==> config.mk <==
export PLATFORM = sky130hd
export DESIGN_NAME = fire_permission_gate_core_flat
export DESIGN_NICKNAME = d
export VERILOG_FILES = /design/src/rtl/fpg_pkg.sv /design/src/rtl/fpg_in_if.sv /design/src/rtl/fpg_out_if.sv /design/src/rtl/fpg_cfg.sv /design/src/rtl/fpg_front.sv /design/src/rtl/fpg_queue.sv /design/src/rtl/fpg_back.sv /design/src/rtl/fire_permission_gate_core.sv /design/src/flat_wrapper.sv
export VERILOG_INCLUDE_DIRS = /design/src /design/src/rtl
export SDC_FILE = /design/constraint.sdc
export NUM_CORES = 2
export LEC_CHECK = 0
export BUFFER_PORTS_ARGS = -buffer_cell sky130_fd_sc_hd__buf_4
export CAP_MARGIN = 5
export CORE_MARGIN = 2
export CORE_UTILIZATION = 35
export DETAILED_ROUTE_END_ITERATION = 12
export RECOVER_POWER = 25
export SYNTH_ARGS = -nofsm -noshare
export SYNTH_HDL_FRONTEND = slang
export SYNTH_HIERARCHICAL = 1
export SYNTH_SLANG_ARGS = --single-unit
==> constraint.sdc <==
create_clock -name clk -period 8.84 [get_ports clk]
set_input_delay 0.442 -clock clk [delete_from_list [all_inputs] [get_ports clk]]
set_output_delay 0.442 -clock clk [all_outputs]
set_load 0.02 [all_outputs]
==> src/rtl/fire_permission_gate_core_macros.svh <==
// Assertion macros shared by the fire permission gate modules.
`ifndef FIRE_PERMISSION_GATE_CORE_MACROS_SVH
`define FIRE_PERMISSION_GATE_CORE_MACROS_SVH

// Same-cycle implication, sampled on clk, off while rst_n is low.
`define FPG_ASSERT_NOW(label, ante, cons, msg) \
    label: assert property (@(posedge clk) disable iff (!rst_n) (ante) |-> (cons)) \
        else $error(msg);

// Next-cycle implication, sampled on clk, off while rst_n is low.
`define FPG_ASSERT_NEXT(label, ante, cons, msg) \
    label: assert property (@(posedge clk) disable iff (!rst_n) (ante) |=> (cons)) \
        else $error(msg);

`endif

==> src/rtl/fpg_pkg.sv <==
// Package: types, constants and helpers of the fire permission gate.
`default_nettype none
package fpg_pkg;

    localparam int unsigned QUEUE_DEPTH = 2;

    localparam logic [31:0] MIN_RANGE_SQ = 32'd10000;
    localparam logic [31:0] MAX_RANGE_SQ = 32'd225000000;
    localparam logic [20:0] SPIN_LIMIT   = 21'd2048;
    localparam logic [7:0]  LOCK_MAX     = 8'hFF;

    localparam int unsigned ADDR_W = 5;

    typedef enum logic [2:0] {
        REG_NEAR_TOL    = 3'd0,
        REG_FAR_TOL     = 3'd1,
        REG_JUDGE_DIST  = 3'd2,
        REG_AUTO_FIRE   = 3'd3,
        REG_COOLDOWN    = 3'd4,
        REG_MIN_LOCK    = 3'd5,
        REG_MAX_STALE   = 3'd6,
        REG_MAX_RADIUS  = 3'd7
    } reg_idx_t;

    typedef struct packed {
        logic [15:0] near_tolerance;
        logic [15:0] far_tolerance;
        logic [14:0] judge_distance_mm;
        logic        auto_fire_enable;
        logic [23:0] cooldown_us;
        logic [7:0]  min_lock_frames;
        logic [23:0] max_stale_us;
        logic [14:0] max_radius_mm;
    } cfg_t;

    // Classified frame handed from front to back
    typedef struct packed {
        logic               gated;
        logic               on_target;
        logic               quiet;
        logic [15:0]        tol;
        logic signed [19:0] command_yaw;
        logic signed [19:0] gimbal_yaw;
        logic [31:0]        time_us;
    } entry_t;

    function automatic logic [20:0] mag21(input logic signed [20:0] v);
        logic [20:0] r;
        r = v[20] ? 21'(-v) : 21'(v);
        return r;
    endfunction

endpackage
`default_nettype wire

==> src/rtl/fpg_in_if.sv <==
// Interface: input frame channel.
`default_nettype none
interface fpg_in_if;
    logic               valid;
    logic               ready;
    logic               control_on;
    logic               target_present;
    logic signed [15:0] target_x_mm;
    logic signed [15:0] target_y_mm;
    logic               aim_valid;
    logic               track_diverged;
    logic signed [15:0] spin_speed;
    logic signed [15:0] radius_mm;
    logic signed [19:0] command_yaw;
    logic signed [19:0] gimbal_yaw;
    logic [31:0]        time_us;

    modport source (
        output valid, control_on, target_present, target_x_mm, target_y_mm, aim_valid,
               track_diverged, spin_speed, radius_mm, command_yaw, gimbal_yaw, time_us,
        input  ready
    );
    modport sink (
        input  valid, control_on, target_present, target_x_mm, target_y_mm, aim_valid,
               track_diverged, spin_speed, radius_mm, command_yaw, gimbal_yaw, time_us,
        output ready
    );
endinterface
`default_nettype wire

==> src/rtl/fpg_out_if.sv <==
// Interface: fire decision channel.
`default_nettype none
interface fpg_out_if;
    logic valid;
    logic ready;
    logic fire;

    modport source (output valid, fire, input ready);
    modport sink (input valid, fire, output ready);
endinterface
`default_nettype wire

==> src/rtl/fpg_cfg.sv <==
// Configuration register file behind the APB-style port.
`default_nettype none
module fpg_cfg (
    input  wire logic                      clk,
    input  wire logic                      rst_n,
    input  wire logic                      psel,
    input  wire logic                      penable,
    input  wire logic                      pwrite,
    input  wire logic [fpg_pkg::ADDR_W-1:0] paddr,
    input  wire logic [31:0]               pwdata,
    output logic [31:0]                    prdata,
    output logic                           pready,
    output fpg_pkg::cfg_t                  cfg
);
    import fpg_pkg::*;

    cfg_t     cfg_reg;
    reg_idx_t idx;
    logic     wr_en;

    assign pready = 1'b1;
    assign idx    = reg_idx_t'(paddr[4:2]);
    assign wr_en  = psel && penable && pwrite && pready;
    assign cfg    = cfg_reg;

    always_ff @(posedge clk or negedge rst_n)
    begin
        if (!rst_n)
        begin
            cfg_reg.near_tolerance    <= '0;
            cfg_reg.far_tolerance     <= '0;
            cfg_reg.judge_distance_mm <= '0;
            cfg_reg.auto_fire_enable  <= 1'b0;
            cfg_reg.cooldown_us       <= 24'd250000;
            cfg_reg.min_lock_frames   <= 8'd5;
            cfg_reg.max_stale_us      <= 24'd50000;
            cfg_reg.max_radius_mm     <= 15'd2000;
        end
        else if (wr_en)
        begin
            unique case (idx)
                REG_NEAR_TOL:   cfg_reg.near_tolerance    <= pwdata[15:0];
                REG_FAR_TOL:    cfg_reg.far_tolerance     <= pwdata[15:0];
                REG_JUDGE_DIST: cfg_reg.judge_distance_mm <= pwdata[14:0];
                REG_AUTO_FIRE:  cfg_reg.auto_fire_enable  <= pwdata[0];
                REG_COOLDOWN:   cfg_reg.cooldown_us       <= pwdata[23:0];
                REG_MIN_LOCK:   cfg_reg.min_lock_frames   <= pwdata[7:0];
                REG_MAX_STALE:  cfg_reg.max_stale_us      <= pwdata[23:0];
                REG_MAX_RADIUS: cfg_reg.max_radius_mm     <= pwdata[14:0];
            endcase
        end
    end

    always_comb
    begin
        unique case (idx)
            REG_NEAR_TOL:   prdata = {16'd0, cfg_reg.near_tolerance};
            REG_FAR_TOL:    prdata = {16'd0, cfg_reg.far_tolerance};
            REG_JUDGE_DIST: prdata = {17'd0, cfg_reg.judge_distance_mm};
            REG_AUTO_FIRE:  prdata = {31'd0, cfg_reg.auto_fire_enable};
            REG_COOLDOWN:   prdata = {8'd0, cfg_reg.cooldown_us};
            REG_MIN_LOCK:   prdata = {24'd0, cfg_reg.min_lock_frames};
            REG_MAX_STALE:  prdata = {8'd0, cfg_reg.max_stale_us};
            REG_MAX_RADIUS: prdata = {17'd0, cfg_reg.max_radius_mm};
        endcase
    end

endmodule
`default_nettype wire

==> src/rtl/fpg_front.sv <==
// Front end: accept frames, square the range, classify target and tolerance.
`default_nettype none
module fpg_front (
    input  wire logic        clk,
    input  wire logic        rst_n,
    input  fpg_pkg::cfg_t    cfg,
    fpg_in_if.sink           in_ch,
    output logic             push_valid,
    output fpg_pkg::entry_t  push_data,
    input  wire logic        push_ready
);
    import fpg_pkg::*;

    logic               a_valid_reg, a_valid_next;
    logic [30:0]        sq_x_reg, sq_y_reg;
    logic [29:0]        j2_reg;
    logic               gated_reg, aim_reg, div_reg, quiet_reg;
    logic signed [19:0] cmd_reg, gim_reg;
    logic [31:0]        time_reg;

    logic signed [31:0] px, py;
    logic [20:0]        rad_mag, spin_mag;
    logic               quiet_next, take;
    logic [31:0]        d2, j2_ext;
    logic               far;

    assign in_ch.ready = !a_valid_reg || push_ready;
    assign take        = in_ch.valid && in_ch.ready;

    assign px       = 32'(in_ch.target_x_mm) * 32'(in_ch.target_x_mm);
    assign py       = 32'(in_ch.target_y_mm) * 32'(in_ch.target_y_mm);
    assign rad_mag  = mag21(21'(in_ch.radius_mm));
    assign spin_mag = mag21(21'(in_ch.spin_speed));
    assign quiet_next = (rad_mag < {6'd0, cfg.max_radius_mm}) && (spin_mag < SPIN_LIMIT);

    always_comb
    begin
        a_valid_next = a_valid_reg;
        if (take)
            a_valid_next = 1'b1;
        else if (push_ready)
            a_valid_next = 1'b0;
    end

    always_ff @(posedge clk or negedge rst_n)
    begin
        if (!rst_n)
            a_valid_reg <= 1'b0;
        else
            a_valid_reg <= a_valid_next;
    end

    always_ff @(posedge clk)
    begin
        j2_reg <= 30'(cfg.judge_distance_mm) * 30'(cfg.judge_distance_mm);
        if (take)
        begin
            sq_x_reg  <= px[30:0];
            sq_y_reg  <= py[30:0];
            gated_reg <= !(in_ch.control_on && in_ch.target_present && cfg.auto_fire_enable);
            aim_reg   <= in_ch.aim_valid;
            div_reg   <= in_ch.track_diverged;
            quiet_reg <= quiet_next;
            cmd_reg   <= in_ch.command_yaw;
            gim_reg   <= in_ch.gimbal_yaw;
            time_reg  <= in_ch.time_us;
        end
    end

    assign d2     = {1'b0, sq_x_reg} + {1'b0, sq_y_reg};
    assign j2_ext = {2'd0, j2_reg};
    assign far    = d2 > j2_ext;

    assign push_valid             = a_valid_reg;
    assign push_data.gated        = gated_reg;
    assign push_data.on_target    = aim_reg && !div_reg && (d2 > MIN_RANGE_SQ)
                                    && (d2 < MAX_RANGE_SQ);
    assign push_data.quiet        = quiet_reg;
    assign push_data.tol          = far ? cfg.far_tolerance : cfg.near_tolerance;
    assign push_data.command_yaw  = cmd_reg;
    assign push_data.gimbal_yaw   = gim_reg;
    assign push_data.time_us      = time_reg;

endmodule
`default_nettype wire

==> src/rtl/fpg_queue.sv <==
// Short queue of classified words between front and back.
`default_nettype none
`include "fire_permission_gate_core_macros.svh"
module fpg_queue #(
    parameter int unsigned Depth = fpg_pkg::QUEUE_DEPTH
) (
    input  wire logic        clk,
    input  wire logic        rst_n,
    input  wire logic        push_valid,
    input  fpg_pkg::entry_t  push_data,
    output logic             push_ready,
    output logic             pop_valid,
    output fpg_pkg::entry_t  pop_data,
    input  wire logic        pop_ready
);
    import fpg_pkg::*;

    localparam int unsigned PtrW = $clog2(Depth);
    localparam int unsigned CntW = $clog2(Depth + 1);

    entry_t            store_reg [Depth];
    logic [PtrW-1:0]   wr_ptr_reg, wr_ptr_next, rd_ptr_reg, rd_ptr_next;
    logic [CntW-1:0]   count_reg, count_next;
    logic              push, pop;

    assign push_ready = count_reg < CntW'(Depth);
    assign pop_valid  = count_reg != '0;
    assign push       = push_valid && push_ready;
    assign pop        = pop_valid && pop_ready;
    assign pop_data   = store_reg[rd_ptr_reg];

    always_comb
    begin
        wr_ptr_next = wr_ptr_reg;
        rd_ptr_next = rd_ptr_reg;
        count_next  = count_reg;
        if (push)
            wr_ptr_next = (wr_ptr_reg == PtrW'(Depth - 1)) ? '0 : wr_ptr_reg + 1'b1;
        if (pop)
            rd_ptr_next = (rd_ptr_reg == PtrW'(Depth - 1)) ? '0 : rd_ptr_reg + 1'b1;
        if (push && !pop)
            count_next = count_reg + 1'b1;
        else if (pop && !push)
            count_next = count_reg - 1'b1;
    end

    always_ff @(posedge clk or negedge rst_n)
    begin
        if (!rst_n)
        begin
            wr_ptr_reg <= '0;
            rd_ptr_reg <= '0;
            count_reg  <= '0;
        end
        else
        begin
            wr_ptr_reg <= wr_ptr_next;
            rd_ptr_reg <= rd_ptr_next;
            count_reg  <= count_next;
        end
    end

    always_ff @(posedge clk)
    begin
        if (push)
            store_reg[wr_ptr_reg] <= push_data;
    end

    `FPG_ASSERT_NOW(a_count_bound, 1'b1, count_reg <= CntW'(Depth), "queue count beyond depth")
    `FPG_ASSERT_NEXT(a_push_lands, push && !pop, count_reg == $past(count_reg) + 1'b1, "push lost")

endmodule
`default_nettype wire

==> src/rtl/fpg_back.sv <==
// Back end: apply state checks, update lock and stamps, register the decision.
`default_nettype none
`include "fire_permission_gate_core_macros.svh"
module fpg_back (
    input  wire logic        clk,
    input  wire logic        rst_n,
    input  fpg_pkg::cfg_t    cfg,
    input  wire logic        pop_valid,
    input  fpg_pkg::entry_t  pop_data,
    output logic             pop_ready,
    fpg_out_if.source        out_ch
);
    import fpg_pkg::*;

    logic signed [19:0] prev_cmd_reg, prev_cmd_next;
    logic [7:0]         lock_reg, lock_next;
    logic [31:0]        last_fire_reg, last_fire_next;
    logic [31:0]        last_valid_reg, last_valid_next;
    logic               out_valid_reg, out_valid_next;
    logic               fire_reg, fire_next;

    logic               pop;
    logic [31:0]        since_fire, since_valid;
    logic [20:0]        dc_mag, dg_mag;
    logic               cooled, fresh, stable, allow;
    logic [7:0]         lock_inc;

    assign pop_ready    = !out_valid_reg || out_ch.ready;
    assign pop          = pop_valid && pop_ready;
    assign out_ch.valid = out_valid_reg;
    assign out_ch.fire  = fire_reg;

    assign since_fire  = pop_data.time_us - last_fire_reg;
    assign since_valid = pop_data.time_us - last_valid_reg;
    assign cooled      = since_fire >= {8'd0, cfg.cooldown_us};
    assign fresh       = (cfg.max_stale_us == '0) || (since_valid <= {8'd0, cfg.max_stale_us});
    assign dc_mag      = mag21(21'(prev_cmd_reg) - 21'(pop_data.command_yaw));
    assign dg_mag      = mag21(21'(pop_data.gimbal_yaw) - 21'(prev_cmd_reg));
    assign stable      = (dc_mag < {4'd0, pop_data.tol, 1'b0})
                         && (dg_mag < {5'd0, pop_data.tol});
    assign allow       = pop_data.on_target && fresh && stable && cooled
                         && pop_data.quiet;
    assign lock_inc    = (lock_reg == LOCK_MAX) ? lock_reg : lock_reg + 8'd1;

    always_comb
    begin
        prev_cmd_next   = prev_cmd_reg;
        lock_next       = lock_reg;
        last_fire_next  = last_fire_reg;
        last_valid_next = last_valid_reg;
        out_valid_next  = out_valid_reg;
        fire_next       = fire_reg;
        if (out_ch.ready)
            out_valid_next = 1'b0;
        if (pop)
        begin
            out_valid_next = 1'b1;
            fire_next      = 1'b0;
            if (!pop_data.gated)
            begin
                prev_cmd_next = pop_data.command_yaw;
                lock_next     = allow ? lock_inc : '0;
                if (pop_data.on_target)
                    last_valid_next = pop_data.time_us;
                if (allow && (lock_inc >= cfg.min_lock_frames))
                begin
                    fire_next      = 1'b1;
                    last_fire_next = pop_data.time_us;
                end
            end
        end
    end

    always_ff @(posedge clk or negedge rst_n)
    begin
        if (!rst_n)
        begin
            prev_cmd_reg   <= '0;
            lock_reg       <= '0;
            last_fire_reg  <= '0;
            last_valid_reg <= '0;
            out_valid_reg  <= 1'b0;
            fire_reg       <= 1'b0;
        end
        else
        begin
            prev_cmd_reg   <= prev_cmd_next;
            lock_reg       <= lock_next;
            last_fire_reg  <= last_fire_next;
            last_valid_reg <= last_valid_next;
            out_valid_reg  <= out_valid_next;
            fire_reg       <= fire_next;
        end
    end

    `FPG_ASSERT_NEXT(a_fire_locked, pop && fire_next, lock_reg != '0, "fire without lock")
    `FPG_ASSERT_NEXT(a_fire_stamp, pop && fire_next, last_fire_reg == $past(pop_data.time_us), "stamp missed")

endmodule
`default_nettype wire

==> src/rtl/fire_permission_gate_core.sv <==
// Top level of the fire permission gate: config port, front, queue, back.
//
//  Channel  Role   Handshake               Payload
//  in_ch    sink   valid/ready             frame fields, control_on .. time_us
//  out_ch   source valid/ready             fire
//  apb      slave  psel/penable/pready     paddr[4:2] selects a 32-bit register
//
// One word per cycle sustained when no side stalls. The front registers the
// squares, the queue holds classified words, the back end updates lock and
// stamps and registers the decision; each word passes through them in turn.
// Either side may stall: the queue absorbs up to QUEUE_DEPTH words.
// rst_n clears control state and stamps asynchronously; no clearing pass.
`default_nettype none
module fire_permission_gate_core #(
    parameter int unsigned QueueDepth = fpg_pkg::QUEUE_DEPTH
) (
    input  wire logic                      clk,
    input  wire logic                      rst_n,
    input  wire logic                      psel,
    input  wire logic                      penable,
    input  wire logic                      pwrite,
    input  wire logic [fpg_pkg::ADDR_W-1:0] paddr,
    input  wire logic [31:0]               pwdata,
    output logic [31:0]                    prdata,
    output logic                           pready,
    fpg_in_if.sink                         in_ch,
    fpg_out_if.source                      out_ch
);
    import fpg_pkg::*;

    cfg_t   cfg;
    logic   push_valid, push_ready, pop_valid, pop_ready;
    entry_t push_data, pop_data;

    fpg_cfg u_cfg (
        .clk     (clk),
        .rst_n   (rst_n),
        .psel    (psel),
        .penable (penable),
        .pwrite  (pwrite),
        .paddr   (paddr),
        .pwdata  (pwdata),
        .prdata  (prdata),
        .pready  (pready),
        .cfg     (cfg)
    );

    fpg_front u_front (
        .clk        (clk),
        .rst_n      (rst_n),
        .cfg        (cfg),
        .in_ch      (in_ch),
        .push_valid (push_valid),
        .push_data  (push_data),
        .push_ready (push_ready)
    );

    fpg_queue #(
        .Depth (QueueDepth)
    ) u_queue (
        .clk        (clk),
        .rst_n      (rst_n),
        .push_valid (push_valid),
        .push_data  (push_data),
        .push_ready (push_ready),
        .pop_valid  (pop_valid),
        .pop_data   (pop_data),
        .pop_ready  (pop_ready)
    );

    fpg_back u_back (
        .clk       (clk),
        .rst_n     (rst_n),
        .cfg       (cfg),
        .pop_valid (pop_valid),
        .pop_data  (pop_data),
        .pop_ready (pop_ready),
        .out_ch    (out_ch)
    );

endmodule
`default_nettype wire

==> src/flat_wrapper.sv <==
// flat-port wrapper written by rule: the top's interface ports become plain ports
module fire_permission_gate_core_flat import fpg_pkg::*;
#(
    parameter int unsigned QueueDepth = fpg_pkg::QUEUE_DEPTH
)
  (clk, rst_n, psel, penable, pwrite, paddr, pwdata, prdata, pready, in_ch_valid, in_ch_control_on, in_ch_target_present, in_ch_target_x_mm, in_ch_target_y_mm, in_ch_aim_valid, in_ch_track_diverged, in_ch_spin_speed, in_ch_radius_mm, in_ch_command_yaw, in_ch_gimbal_yaw, in_ch_time_us, in_ch_ready, out_ch_valid, out_ch_fire, out_ch_ready);
  fpg_in_if in_ch_i ();
  fpg_out_if out_ch_i ();
  input  wire logic clk;
  input  wire logic rst_n;
  input  wire logic psel;
  input  wire logic penable;
  input  wire logic pwrite;
  input  wire logic [fpg_pkg::ADDR_W-1:0] paddr;
  input  wire logic [31:0] pwdata;
  output logic [31:0] prdata;
  output logic pready;
  input wire logic [$bits(in_ch_i.valid)-1:0] in_ch_valid;
  input wire logic [$bits(in_ch_i.control_on)-1:0] in_ch_control_on;
  input wire logic [$bits(in_ch_i.target_present)-1:0] in_ch_target_present;
  input wire logic [$bits(in_ch_i.target_x_mm)-1:0] in_ch_target_x_mm;
  input wire logic [$bits(in_ch_i.target_y_mm)-1:0] in_ch_target_y_mm;
  input wire logic [$bits(in_ch_i.aim_valid)-1:0] in_ch_aim_valid;
  input wire logic [$bits(in_ch_i.track_diverged)-1:0] in_ch_track_diverged;
  input wire logic [$bits(in_ch_i.spin_speed)-1:0] in_ch_spin_speed;
  input wire logic [$bits(in_ch_i.radius_mm)-1:0] in_ch_radius_mm;
  input wire logic [$bits(in_ch_i.command_yaw)-1:0] in_ch_command_yaw;
  input wire logic [$bits(in_ch_i.gimbal_yaw)-1:0] in_ch_gimbal_yaw;
  input wire logic [$bits(in_ch_i.time_us)-1:0] in_ch_time_us;
  output wire logic [$bits(in_ch_i.ready)-1:0] in_ch_ready;
  output wire logic [$bits(out_ch_i.valid)-1:0] out_ch_valid;
  output wire logic [$bits(out_ch_i.fire)-1:0] out_ch_fire;
  input wire logic [$bits(out_ch_i.ready)-1:0] out_ch_ready;
  assign in_ch_i.valid = in_ch_valid;
  assign in_ch_i.control_on = in_ch_control_on;
  assign in_ch_i.target_present = in_ch_target_present;
  assign in_ch_i.target_x_mm = in_ch_target_x_mm;
  assign in_ch_i.target_y_mm = in_ch_target_y_mm;
  assign in_ch_i.aim_valid = in_ch_aim_valid;
  assign in_ch_i.track_diverged = in_ch_track_diverged;
  assign in_ch_i.spin_speed = in_ch_spin_speed;
  assign in_ch_i.radius_mm = in_ch_radius_mm;
  assign in_ch_i.command_yaw = in_ch_command_yaw;
  assign in_ch_i.gimbal_yaw = in_ch_gimbal_yaw;
  assign in_ch_i.time_us = in_ch_time_us;
  assign in_ch_ready = in_ch_i.ready;
  assign out_ch_valid = out_ch_i.valid;
  assign out_ch_fire = out_ch_i.fire;
  assign out_ch_i.ready = out_ch_ready;
  fire_permission_gate_core #(.QueueDepth(QueueDepth)) u_core (.clk(clk), .rst_n(rst_n), .psel(psel), .penable(penable), .pwrite(pwrite), .paddr(paddr), .pwdata(pwdata), .prdata(prdata), .pready(pready), .in_ch(in_ch_i), .out_ch(out_ch_i));
endmodule
==> load_flow_metrics.sql <==
INSERT INTO impl_metrics (metric_group, metric, value, unit) VALUES
('layout', 'synthToLayoutAreaGrowth', '11.0', '%'),
('cts', 'clk_transition_reported_paths', '0.06', 'ns'),
('floorplanning', 'die_x', '410', 'um'),
('job', 'drv_cap', '1', ''),
('synthesis', 'post_synth_instance_area', '57800', 'um2'),
('synthesis', 'muxShareOfSynthArea', '7.30', '%'),
('cts', 'clock-root-buffer', 'clkbuf_16', ''),
('worst_setup_path', 'path_cells', 'buf_4, mux2_4, ha_1, o211a_1, a21boi_4, or3_4, a2111oi_2, nor4b_2, and3_2, a21oi_1, xor2_1, ha_1, nor2b_1, o21ai_0, o2111ai_1, a211o_1, or4_1, a2111o_1, a211oi_1, and4_1, o2111a_2, buf_12, mux2_4', ''),
('floorplanning', 'top_level_ports', '220', ''),
('layout', 'layout_cells_sized_above_1', '11.7', '%'),
('timing', 'finalMaxSlewViolations', '85', ''),
('floorplanning', 'fp.dieH', '410', 'um'),
('worst_setup_path', 'critPathMaxStageDelay', '0.61', 'ns'),
('timing', 'maxClockFrequency', '130', 'MHz'),
('timing', 'skew_final', '0.0369', 'ns'),
('timing', 'setup_viol', '0', ''),
('timing', 'worst_pin_slew', '4.85', 'ns'),
('worst_setup_path', 'critical_path.max_fanout', '31', ''),
('synthesis', 'synth_top_area_cell', 'fa_1', ''),
('cts', 'cts.sinks', '565', ''),
('worst_setup_path', 'cp-start-kind', 'register', ''),
('floorplanning', 'die_area', '168000', 'um2'),
('synthesis', 'yosys.cell_types.count', '114', ''),
('cts', 'insertion_delay', '0.65', 'ns'),
('synthesis', 'ys_ff_latch', '565', ''),
('hold_path', 'hold_class', 'in -> reg', ''),
('worst_setup_path', 'worst-setup-path-type', 'reg -> reg', ''),
('routing', 'wl', '142000', 'um'),
('routing', 'drt_pass_1_iters', '8', ''),
('timing', 'setup_total_negative_slack', '0', 'ns'),
('status', 'failed_checks', 'capacitance limit, slew limit', ''),
('synthesis', 'dominantRegCellSynth', 'edfxtp_1', ''),
('worst_setup_path', 'worstSetupPathDepth', '23', ''),
('cts', 'cts-buffers-inserted', '69', ''),
('worst_setup_path', 'cpMaxStageDelayCell', 'dfrtp_4', ''),
('routing', 'antenna_left', '0', ''),
('synthesis', 'synth_seq_area_share', '27.0', '%'),
('layout', 'largest_register_ffs', '182', ''),
('synthesis', 'post_synth_main_area_contributors', 'fa_1 (21%), edfxtp_1 (17%), ha_1 (11%), dfrtp_1 (8.5%), inv_1 (7.3%)', ''),
('timing', 'slew_headroom', '-223', '%'),
('synthesis', 'yosys.area_share.xor_xnor', '4.06', '%'),
('routing', 'vias', '40100', ''),
('synthesis', 'ys_async_sr_fraction', '38.6', '%'),
('cts', 'cts.path.max_buffers', '3', ''),
('synthesis', 'synth.avg_cell_area', '10.2', 'um2'),
('hold_path', 'hold_path_depth', '2', ''),
('routing', 'post-route-drc-count', '0', ''),
('synthesis', 'synth_top_family_by_area', 'adder cells', ''),
('placement', 'gp_congestion', '0.872', ''),
('layout', 'layout.cells.most_common_list', 'inv_1 (1119), fa_1 (601), ha_1 (530)', ''),
('synthesis', 'synth_simple_gate_area_share', '10.1', '%'),
('global_routing', 'vias_in_the_first_global_route', '42100', ''),
('synthesis', 'synth_warnings', '6', ''),
('synthesis', 'count_of_flip_flops_with_a_built_in_enable_after_synthesis', '318', ''),
('layout', 'layout_commonest_cell', 'inv_1', ''),
('global_routing', 'globalRouteTotalUtil', '16.9', '%'),
('floorplanning', 'placeableCoreArea', '164000', 'um2'),
('cts', 'tritoncts', 'done', ''),
('layout', 'nets', '7171', ''),
('global_routing', 'wire_length_of_the_first_global_routing_pass', '228000', 'um'),
('worst_setup_path', 'reg2reg_depth', '23', ''),
('synthesis', 'synth-compound-area-share', '10.2', '%'),
('routing', 'routedWlPerCell', '17.5', 'um'),
('routing', 'drtIter0Drc', '2178', ''),
('worst_setup_path', 'setup.worst_path.end_class', 'register', ''),
('timing', 'finalCritPeriodShare', '87.1', '%'),
('worst_setup_path', 'timing.critical_path.arrival', '8.22', 'ns'),
('global_routing', 'grt_start_max_net_pins', '85', ''),
('status', 'run_status', 'finished, violations left', ''),
('global_routing', 'antenna_violations_before_repair', '13', ''),
('worst_setup_path', 'cpLargestDelayFamily', 'compound AO/OA/AOI/OAI gates', '');
## kinds of logic after synthesis
family          after synthesis
xor+xnor                    268
flops                       565
compound gates              879
simple gates               1180
fa+ha+maj                  1131
buf+inv                    1289
mux                         336
other cells                   2
## path summary, 6_finish.rpt
| path | slack (ns) | endpoint | startpoint |
|---|---|---|---|
| setup / recovery | 1.14 | u_core/u_back/last_fire_reg[15] | u_core/u_queue/rd_ptr_reg |
| hold reg to reg | 0.44 | u_core/u_queue/store_reg[0][24] | u_core/u_front/time_reg[24] |
| hold / removal | 0.04 | u_core/u_cfg/cfg[32] | pwdata[17] |
| setup reg to reg | 1.14 | u_core/u_back/last_fire_reg[15] | u_core/u_queue/rd_ptr_reg |
| min in group asynchronous | 2.14 | u_core/u_back/prev_cmd_reg[16] | rst_n |
| max in group asynchronous | 3.32 | u_core/u_queue/rd_ptr_reg | rst_n |
## cell usage after synthesis (all sizes together), types with 12 or more instances
cell type and n:
a21o 101, a221oi 15, a2111oi 12, and3 29
nor2b 41, a21oi 243, a31oi 23, or2 21
mux2 294, clkbuf 99, nand3 67, o211ai 23
o21bai 33, ha 530, mux2i 40, inv 1120
nor4 22, edfxtp 318, a211oi 29, nand2b 38
nor2 261, o21a 48, xnor2 186, dfxtp 29
nand2 408, or3 19, dfrtp 197, nand4 50
o31ai 16, o21ai 181, and2 142, a31o 13
fa 601, xor2 82, dfstp 21, nor3 41
buf 68
## layout make-up
type | count | area, um2
diodes | 3 | 7.51
clock buffers | 84 | 1850
clock inverters | 43 | 454
fillers | 16200 | 100000
inverters | 1122 | 4210
multi-input cells | 3803 | 37000
flip-flops and latches | 565 | 15600
well taps | 2189 | 2740
repair buffers | 295 | 2310
## metal layers
metal / track usage (%) / share of wire (%)
met1: 23.1 / 46
met2: 28.2 / 47
met3: 2.38 / 4.2
met4: 3.92 / 2.0
met5: 0 / 0.066
## per-stage QoR
stage	setup slack, ns	hold slack [ns]	instances	cell area, um2	util, %
global placement	1.27	0.425	7899	61200	37.2
global route	0.698	0.0115	8102	64200	39.0
finish	1.14	0.0409	8104	64200	39.0
floorplan	2.32	0.146	5657	57800	-
detailed placement	1.15	0.429	7899	61200	37.2
CTS	1.14	0.00163	8101	64300	39.1
## timing repair
item,in CTS,in global routing
hold buffers,75,0
endpoints found under the hold margin,149,0
buffers inserted,0,0
Power is left out: the tool's default activity adds up to more than one toggle a clock period on the data nets, which glitch-free logic cannot reach.
